===== config.mk =====
export PLATFORM = sky130hd
export DESIGN_NAME = ltgs_cfg
export DESIGN_NICKNAME = d
export VERILOG_FILES = /design/src/rtl/ltgs_pkg.sv /design/src/rtl/ltgs_cfg.sv
export SDC_FILE = /design/constraint.sdc
export NUM_CORES = 1
export LEC_CHECK = 0
export ABC_AREA = 0
export BUFFER_PORTS_ARGS = -buffer_cell sky130_fd_sc_hd__buf_2
export CORE_ASPECT_RATIO = 0.8
export CORE_UTILIZATION = 47
export CTS_CLUSTER_DIAMETER = 30
export DETAILED_ROUTE_END_ITERATION = 10
export GPL_ROUTABILITY_DRIVEN = 0
export PLACE_DENSITY = 0.8
export SLEW_MARGIN = 15
export SYNTH_ARGS = -nofsm -noshare
export SYNTH_HDL_FRONTEND = slang
export SYNTH_SLANG_ARGS = --single-unit

===== constraint.sdc =====
create_clock -name clk_i -period 1.2 [get_ports clk_i]
set_input_delay 0.06 -clock clk_i [delete_from_list [all_inputs] [get_ports clk_i]]
set_output_delay 0.06 -clock clk_i [all_outputs]
set_load 0.02 [all_outputs]

===== src/rtl/ltgs_pkg.sv =====
// Shared constants, field widths and the configuration struct of the LDA topic sampler.
// Used by every module in rtl; depends on nothing else.
package ltgs_pkg;

  localparam int TOPICS = 64;
  localparam int DOCS   = 1024;
  localparam int VOCAB  = 4096;

  localparam int TOPIC_W     = $clog2(TOPICS);
  localparam int DOC_IDX_W   = $clog2(DOCS);
  localparam int WORD_IDX_W  = $clog2(VOCAB);
  localparam int DOC_ADDR_W  = TOPIC_W + DOC_IDX_W;
  localparam int WORD_ADDR_W = TOPIC_W + WORD_IDX_W;

  localparam int DOC_CNT_W  = 16;
  localparam int WORD_CNT_W = 24;
  localparam int TOT_W      = 32;
  localparam int FRAC_W     = 16;
  localparam int PRIOR_W    = 24;
  localparam int VOCAB_W    = 13;
  localparam int NTOP_W     = 7;
  localparam int RND_W      = 32;

  localparam int A_W       = DOC_CNT_W + FRAC_W + 1;
  localparam int B_W       = WORD_CNT_W + FRAC_W + 1;
  localparam int PRIOR_P_W = VOCAB_W + PRIOR_W;
  localparam int D_W       = TOT_W + FRAC_W + 1;
  localparam int P_W       = A_W + B_W;
  localparam int WT_W      = 64;
  localparam int CNT_W     = $clog2(WT_W);

  localparam logic [1:0] KIND_ADD      = 2'd0;
  localparam logic [1:0] KIND_RESAMPLE = 2'd1;

  localparam logic [1:0] REG_TOPICS = 2'd0;
  localparam logic [1:0] REG_ALPHA  = 2'd1;
  localparam logic [1:0] REG_BETA   = 2'd2;
  localparam logic [1:0] REG_VOCAB  = 2'd3;

  typedef struct packed {
    logic [NTOP_W-1:0]  ntop;
    logic [PRIOR_W-1:0] alpha;
    logic [PRIOR_W-1:0] beta;
    logic [VOCAB_W-1:0] vocab;
  } cfg_t;

endpackage


===== src/rtl/ltgs_cfg.sv =====
// APB-style configuration registers of the LDA topic sampler.
// Depends on ltgs_pkg for the register indexes and cfg_t.
module ltgs_cfg (
  input  logic          clk_i,
  input  logic          rst_ni,
  input  logic          psel,
  input  logic          penable,
  input  logic          pwrite,
  input  logic [3:0]    paddr,
  input  logic [31:0]   pwdata,
  output logic [31:0]   prdata,
  output logic          pready,
  output ltgs_pkg::cfg_t cfg_o
);
  import ltgs_pkg::*;

  cfg_t        cfg_q;
  logic [1:0]  idx;

  assign idx    = paddr[3:2];
  assign pready = 1'b1;
  assign cfg_o  = cfg_q;

  always_ff @(posedge clk_i or negedge rst_ni) begin
    if (!rst_ni) begin
      cfg_q.ntop  <= NTOP_W'(64);
      cfg_q.alpha <= PRIOR_W'(6554);
      cfg_q.beta  <= PRIOR_W'(655);
      cfg_q.vocab <= VOCAB_W'(4096);
    end else if (psel && penable && pwrite) begin
      unique case (idx)
        REG_TOPICS: cfg_q.ntop  <= pwdata[NTOP_W-1:0];
        REG_ALPHA:  cfg_q.alpha <= pwdata[PRIOR_W-1:0];
        REG_BETA:   cfg_q.beta  <= pwdata[PRIOR_W-1:0];
        REG_VOCAB:  cfg_q.vocab <= pwdata[VOCAB_W-1:0];
        default:    cfg_q       <= cfg_q;
      endcase
    end
  end

  always_comb begin
    unique case (idx)
      REG_TOPICS: prdata = 32'(cfg_q.ntop);
      REG_ALPHA:  prdata = 32'(cfg_q.alpha);
      REG_BETA:   prdata = 32'(cfg_q.beta);
      REG_VOCAB:  prdata = 32'(cfg_q.vocab);
      default:    prdata = '0;
    endcase
  end

endmodule


After elaboration in Yosys (flattened, before gate mapping)
Index checks and enable logic that the tools add are counted.
- add/sub/neg operators: 0
- multiply operators: 0
- divide/modulo/power cells: 0
- magnitude comparators: 0
- equality and inequality tests: 3
- shift operators: 0
- mux-type cells: 1
- bitwise operators: 0
- reductions and logical operators: 7
- operators by type and width (operator ; number):
    $pmux W32 S4 ; 1
    $reduce_and A2 Y1 ; 4
    $eq A2 B2 Y1 const B ; 2
    $eq A2 B1 Y1 const B ; 1
    $logic_and A1 B1 Y1 ; 2
    $logic_not A2 Y1 ; 1
- register bits: 68
- bits in latches: 0
- memory bits (writable): 0
- memory bits (read-only): 0
- input bits: 41
- output and inout bits: 101
- logic and storage cells: 15
- memories: 0

Longest topological paths before layout
- depth in word-level cells: 3
- gate-level depth with buffers: 5
- gate-level depth less buffers: 3

Worst setup path after synthesis
Ideal clock, no wire load.
- kind: input to register
- start: input port pwrite
- end: register cfg_q, in the netlist cfg_o[37]
- library setup time: 0.125 ns
- arrival time: 0.981 ns
- data required time: 1.075 ns
- slack: 0.094 ns
- cell stages on the path: 5
- path buffers: 2
- path through: and3_4 > and3b_1 > buf_6 > buf_12 > mux2_4
- word-level cells in the longest chain between the ends: 2
- ends and longest elaborated chain (item ; line ; text):
    from (decl) ; ltgs_cfg.sv:8 ; input logic pwrite,
    $logic_and A1 B1 Y1 ; ltgs_cfg.sv:30 ; end else if (psel && penable && pwrite) begin
    $reduce_and A2 Y1 (no line) ; - ;
    to (signal assigned) ; ltgs_cfg.sv:36 ; default: cfg_q <= cfg_q;
    to (decl) ; ltgs_cfg.sv:17 ; cfg_t cfg_q;
No other way between the ends.
A chain may end at the register's enable or synchronous reset.

Final worst setup path
- start: register cfg_q, in the netlist cfg_o[18]
- end: output port prdata[5]
- word-level cells in the longest chain between the ends: 1
- ends and longest elaborated chain (item ; line ; text):
    $pmux W32 S4 ; ltgs_cfg.sv:42 ; unique case (idx)
    to (decl) ; ltgs_cfg.sv:11 ; output logic [31:0] prdata,
No other way between the ends. The select of a mux whose other input is x is not followed.

==> impl_metrics.ini <==
[synth]
yosys_warnings = 0
synthMuxAreaShare_pct = 33.3
ys_types = 18
synth_compound_area_share_pct = 4.66
ys_seq_area_share_pct = 53.8
yosys.area_share.simple_pct = 2.39
synthCells = 197
synth_xor_area_share_pct = 0
synth_adder_area_share_pct = 0
synth.avg_cell_area_um2 = 16.2
ys_ff_latch = 68
syn-cell-area_mm2 = 0.00320
synth_top_family_by_area = multiplexers

[floorplanning]
fp.dieW_um = 94.2
start_util_pct = 49.4
io_pins = 142
die_h_um = 75.8
core_area_mm2 = 0.00647
die_area_mm2 = 0.00714
placementRows = 26

[power_and_ir_drop]
clkPwrFrac_pct = 19.9
leakage_uw = 0.00239
p_int_uw = 5510
p_per_area_mw_per_mm2 = 1770
swShare_pct = 34.6
power_frac_seq_pct = 39.3
max-vdd-ir-drop_mv = 1.36
combPwrFrac_pct = 40.8
net-switching-power_uw = 2920

[route]
drtIter0Drc = 47
vias = 2398
first_pass_iters = 4
drc = 0
wl_mm = 8.40
wl_per_cell_um = 17.8
vias_per_cell = 5.07
postRouteAntennaNets = 0

[finish]
nNetsFinal = 425
mostFrequentLayoutCells = buf_2 (99), dfrtp_1 (53), mux2_2 (47)
fillerInstances = 438
final_cell_area_mm2 = 0.00475
insertedDiodeCount = 0
mostFrequentLayoutCell = buf_2
syn2layout_area_growth_pct = 48.7
largest_register_ffs = 68
drive_gt1_share_pct = 71.0

[setup_path]
max_stage_delay_ns = 0.49
critPathLaunch = cfg_o[18]
cp.arrival_ns = 1.39
crit_chain = mux4_2, buf_6
path_max_fanout = 3
endpoint_kind = output port
start_kind = register
path_class = reg2out
required_ns = 1.14
cp_slowest_cell = mux4_2
timing.rr.start = cfg_o[3]
r2r_slack_ns = 0.18

[clock_network]
clockRootBuffer = clkbuf_8
cts.clk_slew.worst_paths_ns = 0.07
tritoncts = yes
htree_levels = 3
numClockSinks = 68
cts_buffer_depth = 2
numCtsBuffers = 9
clk_latency_ns = 0.34

[placement]
post-dp-hpwl_mm = 4.90
place_area_mm2 = 0.00398
io_buffers = 122

[timing]
setup_viol = 13
hold_violations = 0
whs_ns = 0.281
fin_crit_ns = 1.45
setup_slack_ns = -0.249
slew_viol_final = 0
rsz0062_at_grt = true
fin_crit_sh_pct = 121
finClkSkew_ns = 0
max_freq_mhz = 690

[global_route]
grt_max_degree = 69
grt_pass1_wl_mm = 12.6
grt_use_total_pct = 24.6
grt_overflow_total = 0
grt_pass1_vias = 2430
antenna_found_initial = 0

[run]
maxCapViolCount = 0

[run_status]
outcome = finished with violations
violations = negative setup slack

[hold_path]
hold_path.class = in2async
==> worst paths after layout <==
path                              to  depth (start not counted)
min in group clk_i         cfg_o[66]                          4
max in group asynchronous  cfg_o[14]                          3
hold reg to reg            cfg_o[19]                          1
setup reg to reg            cfg_o[3]                          3
hold / removal             cfg_o[17]                          3
setup / recovery           prdata[5]                          2
==> kinds of logic after synthesis <==
kind of cell           count (synthesis)
and+or+nand+nor                        7
AOI/OAI and AO/OA                     17
buffers and inverters                 22
DFF                                   68
other                                  2
muxes                                 81
==> stage by stage <==
stage | util (%) | setup slack [ns] | setup TNS (ns) | cells | total power (uW)
floorplan | - | 0.0941 | 0 | 204 | 5110
global placement | 61.5 | -0.0190 | -0.202 | 407 | 6020
detailed placement | 61.5 | -0.0497 | -0.517 | 407 | 6100
CTS | 71.3 | -0.249 | -2.68 | 463 | 8200
global route | 73.4 | -0.279 | -3.29 | 473 | 8820
finish | 73.4 | -0.249 | -2.57 | 473 | 8420
==> power by group through the flow <==
stage	sequential (uW)	clock, uW	combinational (uW)
floorplan	3980	0	1140
CTS	3300	1710	3180
finish	3310	1680	3440
global route	3370	1810	3630
global placement	3330	0	2690
detailed placement	3360	0	2740
==> area by class of cell <==
type / count / area [um^2] / share of cell area [%]
sequential: 68 / 1720 / 36.2
timing repair buffer: 191 / 1410 / 29.7
multi-input combinational: 114 / 1340 / 28.2
clock buffer: 14 / 163 / 3.42
tap: 84 / 105 / 2.21
clock inverter: 2 / 10.0 / 0.211
==> worst max-delay path: cells and delay by family, from the launching register on <==
family                 cells  cell delay [ns]
multiplexers               1             0.49
flip-flops                 1             0.41
buffers and inverters      1             0.15
==> Yosys cell counts <==
cell type	n	area, um^2
a22o_1	17	149
mux4_2	7	158
and3_4	1	11.3
conb_1	2	7.51
mux2_4	20	300
buf_6	2	22.5
dfstp_2	15	394
dfrtp_1	53	1330
buf_12	2	40.0
nor2b_1	2	12.5
and3b_1	1	8.76
nand3b_4	1	20.0
nand3_1	1	5.00
mux2_2	51	574
buf_2	8	40.0
buf_4	10	75.1
mux2_1	3	33.8
nor3b_4	1	18.8
==> timing repair <==
action	in CTS	in global routing
hold endpoints to repair	116	0
resized for setup	31	20
pin swaps	0	2
endpoints found under the setup margin	22	23
hold buffers	25	0
buffers inserted	15	10
==> per-layer routing <==
| layer | vias to the layer above | share of wire, % | GRT usage (%) |
|---|---|---|---|
| li1 | 1084 | - | - |
| met4 | 0 | 1.4 | 8.21 |
| met2 | 85 | 53 | 44.4 |
| met1 | 1217 | 41 | 28.3 |
| met3 | 12 | 4.5 | 7.68 |
| met5 | - | 0 | 0 |
(Power assumes the default switching activity.)
