## src/rtl/ltgs_pkg.sv

```systemverilog
// Shared constants, field widths and the configuration struct of the LDA topic sampler.
// Used by every module in rtl; depends on nothing else.
package ltgs_pkg;

  localparam int TOPICS = 64;
  localparam int DOCS   = 1024;
  localparam int VOCAB  = 4096;

  localparam int TOPIC_W     = $clog2(TOPICS);
  localparam int DOC_IDX_W   = $clog2(DOCS);
  localparam int WORD_IDX_W  = $clog2(VOCAB);
  localparam int DOC_ADDR_W  = TOPIC_W + DOC_IDX_W;
  localparam int WORD_ADDR_W = TOPIC_W + WORD_IDX_W;

  localparam int DOC_CNT_W  = 16;
  localparam int WORD_CNT_W = 24;
  localparam int TOT_W      = 32;
  localparam int FRAC_W     = 16;
  localparam int PRIOR_W    = 24;
  localparam int VOCAB_W    = 13;
  localparam int NTOP_W     = 7;
  localparam int RND_W      = 32;

  localparam int A_W       = DOC_CNT_W + FRAC_W + 1;
  localparam int B_W       = WORD_CNT_W + FRAC_W + 1;
  localparam int PRIOR_P_W = VOCAB_W + PRIOR_W;
  localparam int D_W       = TOT_W + FRAC_W + 1;
  localparam int P_W       = A_W + B_W;
  localparam int WT_W      = 64;
  localparam int CNT_W     = $clog2(WT_W);

  localparam logic [1:0] KIND_ADD      = 2'd0;
  localparam logic [1:0] KIND_RESAMPLE = 2'd1;

  localparam logic [1:0] REG_TOPICS = 2'd0;
  localparam logic [1:0] REG_ALPHA  = 2'd1;
  localparam logic [1:0] REG_BETA   = 2'd2;
  localparam logic [1:0] REG_VOCAB  = 2'd3;

  typedef struct packed {
    logic [NTOP_W-1:0]  ntop;
    logic [PRIOR_W-1:0] alpha;
    logic [PRIOR_W-1:0] beta;
    logic [VOCAB_W-1:0] vocab;
  } cfg_t;

endpackage

```

## src/rtl/ltgs_wdiv.sv

```systemverilog
// Shared weight unit: shift-add multiply of A by B, then restoring division by D.
// Depends on ltgs_pkg for the operand widths.
module ltgs_wdiv (
  input  logic                      clk_i,
  input  logic                      rst_ni,
  input  logic                      start_i,
  input  logic [ltgs_pkg::A_W-1:0]  a_i,
  input  logic [ltgs_pkg::B_W-1:0]  b_i,
  input  logic [ltgs_pkg::D_W-1:0]  den_i,
  output logic                      done_o,
  output logic [ltgs_pkg::WT_W-1:0] quot_o
);
  import ltgs_pkg::*;

  typedef enum logic [1:0] {W_IDLE, W_MUL, W_PREP, W_DIV} wstate_e;

  wstate_e          state_q;
  logic [CNT_W-1:0] cnt_q;
  logic [A_W-1:0]   mul_a_q;
  logic [P_W-1:0]   mcand_q;
  logic [P_W-1:0]   prod_q;
  logic [D_W-1:0]   den_q;
  logic [D_W-1:0]   rem_q;
  logic [WT_W-1:0]  quot_q;
  logic             done_q;

  logic [D_W:0]     trial;
  logic             ge;

  assign trial  = {rem_q, prod_q[WT_W-1]};
  assign ge     = trial >= {1'b0, den_q};
  assign done_o = done_q;
  assign quot_o = quot_q;

  always_ff @(posedge clk_i or negedge rst_ni) begin
    if (!rst_ni) begin
      state_q <= W_IDLE;
      cnt_q   <= '0;
      done_q  <= 1'b0;
    end else begin
      done_q <= ((state_q == W_PREP) &&
                 (den_q == '0 || D_W'(prod_q[P_W-1:WT_W]) >= den_q)) ||
                ((state_q == W_DIV) && (cnt_q == CNT_W'(WT_W-1)));
      unique case (state_q)
        W_IDLE: begin
          if (start_i) begin
            mul_a_q <= a_i;
            mcand_q <= P_W'(b_i);
            prod_q  <= '0;
            den_q   <= den_i;
            cnt_q   <= '0;
            state_q <= W_MUL;
          end
        end
        W_MUL: begin
          if (mul_a_q[0]) prod_q <= prod_q + mcand_q;
          mcand_q <= {mcand_q[P_W-2:0], 1'b0};
          mul_a_q <= mul_a_q >> 1;
          cnt_q   <= cnt_q + 1'b1;
          if (cnt_q == CNT_W'(A_W-1)) state_q <= W_PREP;
        end
        W_PREP: begin
          // The high half of the product must stay below D, else the quotient overflows.
          cnt_q <= '0;
          if (den_q == '0) begin
            quot_q  <= '0;
            state_q <= W_IDLE;
          end else if (D_W'(prod_q[P_W-1:WT_W]) >= den_q) begin
            quot_q  <= '1;
            state_q <= W_IDLE;
          end else begin
            rem_q   <= D_W'(prod_q[P_W-1:WT_W]);
            quot_q  <= '0;
            state_q <= W_DIV;
          end
        end
        W_DIV: begin
          rem_q  <= ge ? D_W'(trial - {1'b0, den_q}) : trial[D_W-1:0];
          quot_q <= {quot_q[WT_W-2:0], ge};
          prod_q <= {prod_q[P_W-1:WT_W], prod_q[WT_W-2:0], 1'b0};
          cnt_q  <= cnt_q + 1'b1;
          if (cnt_q == CNT_W'(WT_W-1)) begin
            state_q <= W_IDLE;
          end
        end
        default: state_q <= W_IDLE;
      endcase
    end
  end

endmodule

```

## config.mk

```make
export PLATFORM = sky130hd
export DESIGN_NAME = ltgs_wdiv
export DESIGN_NICKNAME = d
export VERILOG_FILES = /design/src/rtl/ltgs_pkg.sv /design/src/rtl/ltgs_wdiv.sv
export SDC_FILE = /design/constraint.sdc
export NUM_CORES = 1
export LEC_CHECK = 0
export BUFFER_PORTS_ARGS = -buffer_cell sky130_fd_sc_hd__buf_2
export CAP_MARGIN = 20
export CORE_ASPECT_RATIO = 1.4
export CORE_MARGIN = 3
export CORE_UTILIZATION = 52
export DETAILED_ROUTE_END_ITERATION = 6
export PLACE_DENSITY = 0.68
export SETUP_SLACK_MARGIN = 0.1
export SYNTH_ARGS = -nofsm -noshare
export SYNTH_HDL_FRONTEND = slang
export SYNTH_SLANG_ARGS = --single-unit
```

## constraint.sdc

```tcl
create_clock -name clk_i -period 21.1 [get_ports clk_i]
set_clock_uncertainty 0.2 [all_clocks]
set_input_delay 5.275 -clock clk_i [delete_from_list [all_inputs] [get_ports clk_i]]
set_output_delay 5.275 -clock clk_i [all_outputs]
set_load 0.01 [all_outputs]
```

# --- Word-level counts from Yosys, hierarchy flattened ---
# Index checks and enable logic that the tools add are counted.
totals:
  register_bits: 352
  word_cells: 66
classes:
  add_sub_neg: 3
  n_lt_le_gt_ge: 2
  n_eq_ne: 11
  muxes: 22
  n_bitwise: 1
  reduce_logical: 17
ops:
  columns: ["op", "count"]
  rows:
  - ["2-to-1 mux 74 bit", 3]
  - ["one-hot mux 74 bit (3 select lines)", 1]
  - ["one-hot mux 74 bit (2 select lines)", 1]
  - ["2-to-1 mux 49 bit", 3]
  - ["2-to-1 mux 64 bit", 2]
  - ["one-hot mux 64 bit (2 select lines)", 1]
  - ["one-hot mux 49 bit (2 select lines)", 1]
  - ["adder 74 bit", 1]
  - ["one-hot mux 33 bit (2 select lines)", 1]
  - [">= comparator 50 x 49 -> 1 bit", 1]
  - [">= comparator 10 x 49 -> 1 bit", 1]
  - ["zero test 49 bit", 1]
  - ["subtractor 49 bit", 1]
  - ["2-to-1 mux 33 bit", 1]
  - ["one-hot mux 6 bit (3 select lines)", 1]
  - ["equality test 6 bit, second input constant", 2]
  - ["2-to-1 mux 2 bit", 5]
  - ["!= test 2 bit, second input constant", 5]
  - ["AND reduction 3 bit", 3]
  - ["one-hot mux 2 bit (4 select lines)", 1]
  - ["AND reduction 4 bit", 2]
  - ["adder 6 x 1 -> 6 bit, second input constant", 1]
  - ["2-to-1 mux 6 bit", 1]
  - ["AND reduction 5 bit", 1]
  - ["11 further kinds", 15]

# --- Depth between registers and ports, before layout ---
# Gate-level depths: netlist of the first run.
depth:
  word_depth: 4
  mapped_depth: 15
  depth_no_buf: 13

# --- Worst setup path after synthesis of the first run ---
# OpenSTA, ideal clock, no wires.
synth_timing:
  path_kind: "input to register"
  start: "in start_i"
  end: "reg prod_q[0] (enable)"
  setup_ns: 0.420
  arrival_ns: 15.822
  setup_slack_ns: 4.657
  path_stages: 4
  path_buffers: 0
  cell_sequence: "nor3_1 nor3b_1 a21boi_0 a21o_1"
synth_via:
  elab_chain_len: 2
synth_lines:
  columns: ["element", "line", "rtl"]
  rows:
  - ["from (decl)", "ltgs_wdiv.sv:6", "input logic start_i,"]
  - ["!= test 2 bit (no line)", null, null]
  - ["AND reduction 4 bit (no line)", null, null]
  - ["to (signal assigned)", "ltgs_wdiv.sv:56", "if (mul_a_q[0]) prod_q <= prod_q + mcand_q;"]
  - ["to (signal assigned)", "ltgs_wdiv.sv:80", "prod_q <= {prod_q[P_W-1:WT_W], prod_q[WT_W-2:0], 1'b0};"]
  - ["to (decl)", "ltgs_wdiv.sv:21", "logic [P_W-1:0] prod_q;"]
# Every way passes these cells.
# A chain may end at the register's enable or synchronous reset.

# --- Final worst setup path of the first run ---
layout_timing:
  start: "in rst_ni"
  end: "reg rem_q[21] (enable)"
layout_via:
  elab_chain_len: 1
layout_lines:
  columns: ["element", "line", "rtl"]
  rows:
  - ["from (decl)", "ltgs_wdiv.sv:5", "input logic rst_ni,"]
  - ["AND reduction 4 bit (no line)", null, null]
  - ["to (signal assigned)", "ltgs_wdiv.sv:72", "rem_q <= D_W'(prod_q[P_W-1:WT_W]);"]
  - ["to (signal assigned)", "ltgs_wdiv.sv:78", "rem_q <= ge ? D_W'(trial - {1'b0, den_q}) : trial[D_W-1:0];"]
  - ["to (decl)", "ltgs_wdiv.sv:23", "logic [D_W-1:0] rem_q;"]
# Every way passes these cells.

==> results.md, run 1 <==
- Status: completed
- Largest stage delay on the critical path: 0.64 ns
- GRT met3 Usage: 0.0267
- Initial core utilization: 0.528
- Placed wire-length estimate: 38.1 mm
- Core area: 41,300 µm²
- Final hold slack: 0.306 ns
- Crit path launch: rst_ni
- Filler Cell Count: 3,620
- Synth Register Bits: 352
- RSZ-0062 raised after global routing: no
- Top_reg_cell synth: edfxtp_1
- Crit path kind: input pin to flip-flop
- Slew @ Worst Pin: 1.01 ns
- Final Hold Vio Count: 0
- CTS Root Cell: clkbuf_16
- Delay-heaviest family, CP: buffers and inverters
- Post-route ant nets: 0
- CTS Hold Bufs: 0
- Min cycle time layout: 7.31 ns
- Antenna violations before repair: 0
- Post-Route Setup TNS: 0 ns
- Vias in the first global route: 16,900
- Fmax: 137 MHz
- Worst hold path type: flip-flop to flip-flop
- Clock Tree Buf Depth: 3
- Clock Latency Late Sink: 0.55 ns
- Crit path cell chain: buf_2, and2_2, buf_4, nor2b_4, buf_4
- MaxCap Viol Count: 0
- Clk sinks: 352
- CTS buffer count: 38
- Die W: 179 µm
- Layout cells sized above 1: 0.122
- H-tree levels: 2
- Die H: 248 µm
- First-pass DRT Iterations: 7
- CP bufs+invs: 3
- IO Port Bufs: 190
- Netlist cell types: 89
- Clk slew on worst S/H paths: 0.06 ns
- Avg Inst Size Synth: 9.57 µm²
- Largest cells by area after synthesis: edfxtp_1 47%, nand2_1 9.1%, ha_1 7.7%
- Reg2Reg Depth: 14
- Syn. warnings: 0
- Mapped Nets: 2,542
- Register area share after synthesis: 0.483
- Crit path top cell by count: buf_4
- Detailed Route WL: 54.0 mm
- Drt drc: 0
- Post-CTS sizing: 0
- Final #Nets: 2,678
- Leak: 10.4 nW
- TritonCTS clock tree: yes
- CP startpoint kind: input pin
- Global route overflow: 0
- Row Count: 88
- Period utilisation layout: 0.346
- WL per Instance: 18.1 µm
- Routing usage on met1: 0.284
- Initial DRC Count: 1,026
- Setup Buffers After CTS: 0
- EDFF count, synth: 343
- CP endpoint kind: flip-flop
- Commonest cells in the netlist: 526 x nand2_1, 343 x edfxtp_1, 151 x a21oi_1
- Req. time, crit path: 21.08 ns
- Setup violators final: 0
- IO Count: 191
- Most common cell in the netlist: nand2_1
- First-pass GRT wire length: 85.1 mm
- Share of the synthesized area in the top cell type: 0.472
- DR vias/cell: 5.77
- Instance count on the critical path: 5
- Pwr/cell area: 160 nW/µm²
- GRT Overall Usage: 0.236
- RR Startpoint: prod_q[63]
- Peak supply drop: 0.101 mV
- RR Endpoint: rem_q[4]
- Routed vias: 17,200
- CP max stage cell: buf_4
- Post-Syn Area: 21,800 µm²
- FFs w/ async S/R, synth: 0.0256
- Area Growth Syn to Fin: 12.1%
- Setup crit end: rem_q[21]
- R2R Setup Slk: 16.65 ns
- Leading area contributor after synthesis: edfxtp_1
- Largest net degree at the start of global routing: 91
- GR peak layer: met2
- M2 GR Usage: 0.431
- Synthesized instance count: 2,280
- Max_slew headroom: 0.329
- Die ar.: 44,500 µm²
- Crit Path Max Fanout: 65
- CP arrival: 7.28 ns
- # diodes: 0
- Routability cong.: 0.871
- Slew Viols, Final: 0
## registers in the layout (all words and copies together) (netlist names)
name and flops:
quot_o 64, mul_a_q 33, state_q 2, rem_q 49, done_o 1, den_q 49, cnt_q 6, mcand_q 74
prod_q 74
## cell usage in the layout, fill, tap and decap left out, types with 27 or more instances in the layout
master / n
a21oi_1: 151
o21ai_0: 140
mux2i_1: 32
buf_2: 190
a21o_1: 70
inv_1: 88
xnor2_1: 59
nor2_1: 113
xor2_1: 44
nand2_1: 526
nand3_1: 35
nand4_1: 36
and2_1: 83
o21bai_1: 27
nor3_1: 31
edfxtp_1: 343
ha_1: 134
clkbuf_16: 38
## per-stage QoR
stage | setup slack [ns] | utilization | power (mW) | instances | instance area, µm²
after floorplan | 4.66 | - | 2.77 | 2280 | 21800
after global placement | 13.00 | 0.561 | 3.18 | 2915 | 23200
after detailed placement | 12.90 | 0.561 | 3.23 | 2915 | 23200
after CTS | 13.47 | 0.592 | 3.94 | 2983 | 24400
after global routing | 13.65 | 0.592 | 4.23 | 2984 | 24400
final | 13.79 | 0.592 | 3.92 | 2984 | 24400
## worst min-delay path, cell delays in order (launching register included)
cell and delay, ns:
edfxtp_1 0.32, nand2_1 0.04, nand2_1 0.04
## logic make-up (layout without fill, tap and decap cells)
| family | Yosys count | count (layout) | share of synthesized area |
|---|---|---|---|
| adder cells (fa/ha/maj) | 136 | 136 | 0.0787 |
| AND/OR/NAND/NOR | 915 | 915 | 0.188 |
| buffers and inverters | 197 | 361 | 0.0354 |
| AO/OA/AOI/OAI | 543 | 543 | 0.158 |
| flip-flops | 352 | 352 | 0.483 |
| multiplexers | 34 | 34 | 0.0157 |
| XOR/XNOR | 103 | 103 | 0.0414 |
## area by class of cell
cell class / count / area [µm²] / area share
multi-input cells: 1731 / 10600 / 0.433
flip-flops and latches: 352 / 10500 / 0.431
repair buffers: 205 / 1060 / 0.0435
clock buffers: 42 / 966 / 0.0395
well taps: 540 / 676 / 0.0276
inverters: 88 / 330 / 0.0135
clock inverters: 26 / 298 / 0.0122
## where the power goes
part	total, mW	switching, mW	internal [mW]
sequential	1.25	0.117	1.13
clock	0.688	0.283	0.405
combinational	1.98	1.19	0.785
total	3.92	1.59	2.33
## layer usage
metal,part of all wire,vias up
met5,0,-
met4,0.038,0
met3,0.041,121
met2,0.51,418
met1,0.41,8221
li1,-,8451
## how the worst min path moves through the flow
stage                 from           to  slack (ns)  depth (start not counted)
2_1_floorplan   mul_a_q[1]   mul_a_q[0]        0.28                          2
3_3_place_gp    mul_a_q[5]   mul_a_q[4]        0.30                          2
3_5_place_dp   mul_a_q[27]  mul_a_q[26]        0.30                          2
4_1_cts        mul_a_q[13]  mul_a_q[12]        0.31                          2
5_1_grt        mul_a_q[14]  mul_a_q[13]        0.33                          2
6_report       mul_a_q[13]  mul_a_q[12]        0.31                          2
(Power assumes the default switching activity.)
==> run 2, diff against run 1 <==
Settings changed: PLACE_DENSITY 0.68 to 0.71.
Clock period 21.1 ns to 6 ns, I/O delays scaled along.
==> run 2 against run 1 <==
- sequential power increased to 3.5 times the previous value
- global-route usage is essentially flat
- clock power grew to 3.5 times the previous value
- worst hold slack better by 0.00083 ns
- sequential share of layout area barely moved
- setup slack lost 12 ns
- total power increased to 3.5 times the previous value
- via count is 0.31% higher
- critical path depth is 8 higher
- critical path type is now flip-flop to flip-flop
- largest power group unchanged
- highest routed layer unchanged
==> results.md, run 2 (synthesized netlist as in run 1, its figures left out) <==
- Status: completed
- TritonCTS clock tree: yes
- Leak: 10.4 nW
- Hold_sp: mul_a_q[2]
- Post-CTS sizing: 0
- Slew @ Worst Pin: 1.07 ns
- M2 GR Usage: 0.424
- IO Count: 191
- Fmax: 235 MHz
- Seq pwr share: 0.321
- RSZ-0062 raised after global routing: no
- Period utilisation layout: 0.709
- Reg2Reg Depth: 13
- Clock Tree Buf Depth: 3
- Crit path launch: prod_q[63]
- CTS Root Cell: clkbuf_16
- Routed vias: 17,300
- Initial DRC Count: 1,146
- Clk slew on worst S/H paths: 0.06 ns
- DR vias/cell: 5.78
- Row Count: 88
- Final #Nets: 2,678
- Min cycle time layout: 4.25 ns
- Placed cell area: 23,200 µm²
- GR peak layer: met2
- CP startpoint kind: flip-flop
- H-tree levels: 2
- GRT met3 Usage: 0.0308
- Setup Buffers After CTS: 0
- RR Endpoint: rem_q[2]
- Pwr/cell area: 563 nW/µm²
- Sw Pwr: 5.61 mW
- Setup violators final: 0
- Antenna violations before repair: 0
- Clk sinks: 352
- Die ar.: 44,500 µm²
- Crit Path Max Fanout: 46
- Area Growth Syn to Fin: 12.1%
- First-pass GRT wire length: 84.9 mm
- # diodes: 0
- CTS buffer count: 38
- Post-route ant nets: 0
- WL per Instance: 17.9 µm
- CTS Hold Bufs: 0
- Detailed Route WL: 53.4 mm
- Drt drc: 0
- MaxCap Viol Count: 0
- Non-Filler Cell Area, Final: 24,500 µm²
- CP arrival: 4.32 ns
- Most frequent cells in the layout: 526 x nand2_1, 343 x edfxtp_1, 190 x buf_2, 151 x a21oi_1, 140 x o21ai_0
- Clock Latency Late Sink: 0.55 ns
- Setup crit end: rem_q[2]
- Slew Viols, Final: 0
- Largest net degree at the start of global routing: 78
- GRT Overall Usage: 0.236
- Placed wire-length estimate: 37.9 mm
- Worst hold path type: flip-flop to flip-flop
- CP endpoint kind: flip-flop
- Global route overflow: 0
- Initial core utilization: 0.528
- Routability cong.: 0.935
- Req. time, crit path: 6.07 ns
- First-pass DRT Iterations: 5
- Layout cells sized above 1: 0.123
- Final hold slack: 0.307 ns
- Crit path kind: flip-flop to flip-flop
- Die H: 248 µm
- Routing usage on met1: 0.273
- RR Startpoint: prod_q[63]
- Die W: 179 µm
- Pint: 8.16 mW
- Vias in the first global route: 17,200
- Max_slew headroom: 0.289
- Final Hold Vio Count: 0
- Gate power share: 0.505
- Most common cell after layout, fill and taps aside: nand2_1
- R2R Setup Slk: 1.75 ns
- Switching share of total power: 0.407
- Core area: 41,300 µm²
- IO Port Bufs: 190
- Peak supply drop: 0.340 mV
- Clk pwr share: 0.174
==> run 2: worst min path at each step <==
| stage | end | depth (start not counted) |
|---|---|---|
| after floorplan | mul_a_q[0] | 2 |
| after global placement | mul_a_q[7] | 2 |
| after detailed placement | mul_a_q[22] | 2 |
| after CTS | mul_a_q[1] | 2 |
| after global routing | mul_a_q[16] | 2 |
| final | mul_a_q[1] | 2 |
==> run 2: cell type report <==
cell class / instances / area, µm²
Sequential cell: 352 / 10500
Timing Repair Buffer: 205 / 1060
Clock inverter: 17 / 163
Multi-Input combinational cell: 1731 / 10600
Clock buffer: 53 / 1090
Tap cell: 540 / 676
Fill cell: 3514 / 16800
Inverter: 88 / 330
==> run 2: power by group through the flow <==
stage | Combinational [mW] | Sequential [mW] | Clock (mW)
6_report | 6.95 | 4.42 | 2.40
3_3_place_gp | 6.74 | 4.43 | 0
5_1_grt | 7.80 | 4.51 | 2.55
2_1_floorplan | 5.38 | 4.33 | 0
3_5_place_dp | 6.88 | 4.46 | 0
4_1_cts | 6.93 | 4.42 | 2.46
==> run 2: critical path, cell delays in order (launching register included) <==
cell      delay (ns)
edfxtp_1        0.39
inv_1           0.07
ha_1            0.22
fa_1            0.42
nor2b_1         0.14
o21a_1          0.13
o21ai_0         0.15
a211oi_1        0.34
o21ai_1         0.16
and2_0          0.29
o21ai_4         0.47
buf_4           0.62
mux2i_1         0.27
o21ai_0         0.09
==> run 2: layer usage <==
layer / share of wire / vias up / wire length [µm]
met2: 0.51 / 475 / 27500
met3: 0.044 / 163 / 2370
met1: 0.39 / 8174 / 20900
met4: 0.049 / 0 / 2620
met5: 0 / - / 0
li1: - / 8453 / -
==> run 2: through the flow <==
step	cells	total power, mW	utilization	TNS [ns]	worst slack, ns
2_1_floorplan	2280	9.71	-	-52.97	-0.828
3_3_place_gp	2916	11.2	0.562	0	1.75
3_5_place_dp	2916	11.3	0.562	0	1.68
4_1_cts	2986	13.8	0.592	0	1.77
5_1_grt	2986	14.9	0.592	0	1.46
6_report	2986	13.8	0.592	0	1.75
==> run 3, diff against run 2 <==
Settings changed: PLACE_DENSITY 0.71 to 0.68.
Clock period 6 ns to 4.1 ns, I/O delays scaled along.
==> run 3 against run 2 <==
- core utilization increased by 0.29 points
- sequential share of layout area fell by 0.21 points
- flip-flop and latch count unchanged
- sequential power increased by 47%
- cell area increased by 0.49%
- critical path depth fell by 2
- maximum frequency up 13%
==> results.md, run 3 (synthesized netlist as in run 1, its figures left out) <==
- MaxCap Viol Count: 0
- Sw Pwr: 8.29 mW
- Slew Viols, Final: 0
- Placed cell area: 23,300 µm²
- Crit path kind: flip-flop to flip-flop
- Setup violators final: 0
- Peak supply drop: 0.475 mV
- Clk pwr share: 0.169
- CP startpoint kind: flip-flop
- Worst setup margin: 0.342 ns
- Slew @ Worst Pin: 0.851 ns
- Post-route ant nets: 0
- GRT Overall Usage: 0.244
- H-tree levels: 2
- Top sig layer: met5
- CTS buffer count: 38
- Seq pwr share: 0.319
- IO Count: 191
- First-pass GRT wire length: 87.5 mm
- TritonCTS clock tree: yes
- Detailed Route WL: 55.6 mm
- CTS Root Cell: clkbuf_16
- Dpl ws: 0.291 ns
- Filler Cell Count: 3,679
- Non-Filler Cell Area, Final: 24,600 µm²
- Die W: 179 µm
- Routed met1 length: 22.2 mm
- RSZ-0062 raised after global routing: no
- Final #Nets: 2,687
- Global route overflow: 0
- CP arrival: 3.94 ns
- Final Hold Vio Count: 0
- Gate power share: 0.512
- Drt drc: 0
- Leak: 10.5 nW
- Pint: 12.0 mW
- Placed wire-length estimate: 39.7 mm
- Switching share of total power: 0.409
- Max_slew headroom: 0.433
- Initial DRC Count: 1,124
- Vias in the first global route: 17,100
- Clock Tree Buf Depth: 3
- Core area: 41,300 µm²
- Routed vias: 17,300
- Largest net degree at the start of global routing: 121
- Final Util: 0.595
- Req. time, crit path: 4.28 ns
- DR vias/cell: 5.78
- Initial core utilization: 0.528
- Most frequent cells in the layout: 525 x nand2_1, 343 x edfxtp_1, 190 x buf_2, 150 x a21oi_1, 140 x o21ai_0
- Clk slew on worst S/H paths: 0.07 ns
- Area Growth Syn to Fin: 12.7%
- Most common cell after layout, fill and taps aside: nand2_1
- Antenna violations before repair: 2
- Met3 WL: 1.97 mm
- Met2 WL: 28.8 mm
- Worst hold path type: input pin to async pin
- Post-Route Setup TNS: 0 ns
- Routability cong.: 0.899
- Row Count: 88
- Pwr/cell area: 825 nW/µm²
- Status: completed
- Clk sinks: 352
- Clock Latency Late Sink: 0.54 ns
- WL per Instance: 18.6 µm
- Die H: 248 µm
- Fmax: 266 MHz
- Die ar.: 44,500 µm²
- Layout cells sized above 1: 0.126
- First-pass DRT Iterations: 5
- CP endpoint kind: flip-flop
- IO Port Bufs: 190
- Min cycle time layout: 3.76 ns
- Crit Path Max Fanout: 6
- Period utilisation layout: 0.917
## run 3: changes by cell type in the layout (fill, tap and decap cells not counted), sizes merged
cell,change
clkbuf,-2
buf,+9
clkinv,-1
clkinvlp,+1
diode,+1
## run 3: per-layer routing
metal / GRT usage / vias to the layer above
li1: - / 8470
met1: 0.291 / 8268
met2: 0.440 / 406
met3: 0.0281 / 155
met4: 0.113 / 2
met5: 0 / -
## run 3: metrics by stage
step | std cells | hold WS (ns) | power, mW
6_report | 2994 | 0.151 | 20.3
5_1_grt | 2994 | 0.153 | 21.9
4_1_cts | 2993 | 0.125 | 20.4
3_5_place_dp | 2925 | 0.299 | 16.8
3_3_place_gp | 2925 | 0.290 | 16.6
2_1_floorplan | 2280 | 0.284 | 14.2
## run 3: area by class of cell
class	instances	area (µm²)	area share
Clock buffer	51	1060	0.0433
Multi-Input combinational cell	1731	10600	0.432
Tap cell	540	676	0.0275
Clock inverter	17	156	0.00636
Sequential cell	352	10500	0.428
Antenna cell	1	2.50	0.000102
Timing Repair Buffer	214	1210	0.0491
Inverter	88	330	0.0134
## run 3: power groups by stage
| stage | clock network, mW | logic [mW] | registers [mW] |
|---|---|---|---|
| 6_report | 3.43 | 10.4 | 6.48 |
| 5_1_grt | 3.64 | 11.7 | 6.60 |
| 4_1_cts | 3.52 | 10.4 | 6.47 |
| 3_5_place_dp | 0 | 10.3 | 6.53 |
| 3_3_place_gp | 0 | 10.1 | 6.50 |
| 2_1_floorplan | 0 | 7.88 | 6.34 |
## run 3: timing repair
item | 4_1_cts | 5_1_grt
resized for setup | 0 | 3
endpoints found under the setup margin | 0 | 11
hold buffers | 0 | 0
setup buffers | 0 | 0
## run 3: worst paths after layout
kind | slack [ns] | to | depth (start not counted) | from
setup / recovery | 0.34 | prod_q[66] | 11 | mcand_q[5]
min in group clk_i | 0.31 | mul_a_q[4] | 2 | mul_a_q[5]
max in group asynchronous | 3.32 | state_q[0] | 1 | rst_ni
hold / removal | 0.15 | cnt_q[1] | 1 | rst_ni
setup reg to reg | 0.34 | prod_q[66] | 11 | mcand_q[5]
hold reg to reg | 0.31 | mul_a_q[4] | 2 | mul_a_q[5]
## run 3: worst max-delay path: stages, from the launching register on
cell and delay [ns]:
edfxtp_1 0.39, ha_1 0.41, a21oi_1 0.24, o21ai_0 0.14
a21o_1 0.25, a311o_1 0.38, o31ai_1 0.38, and3_1 0.37
nor2_1 0.17, a21oi_2 0.27, o31a_1 0.21, mux2i_1 0.21
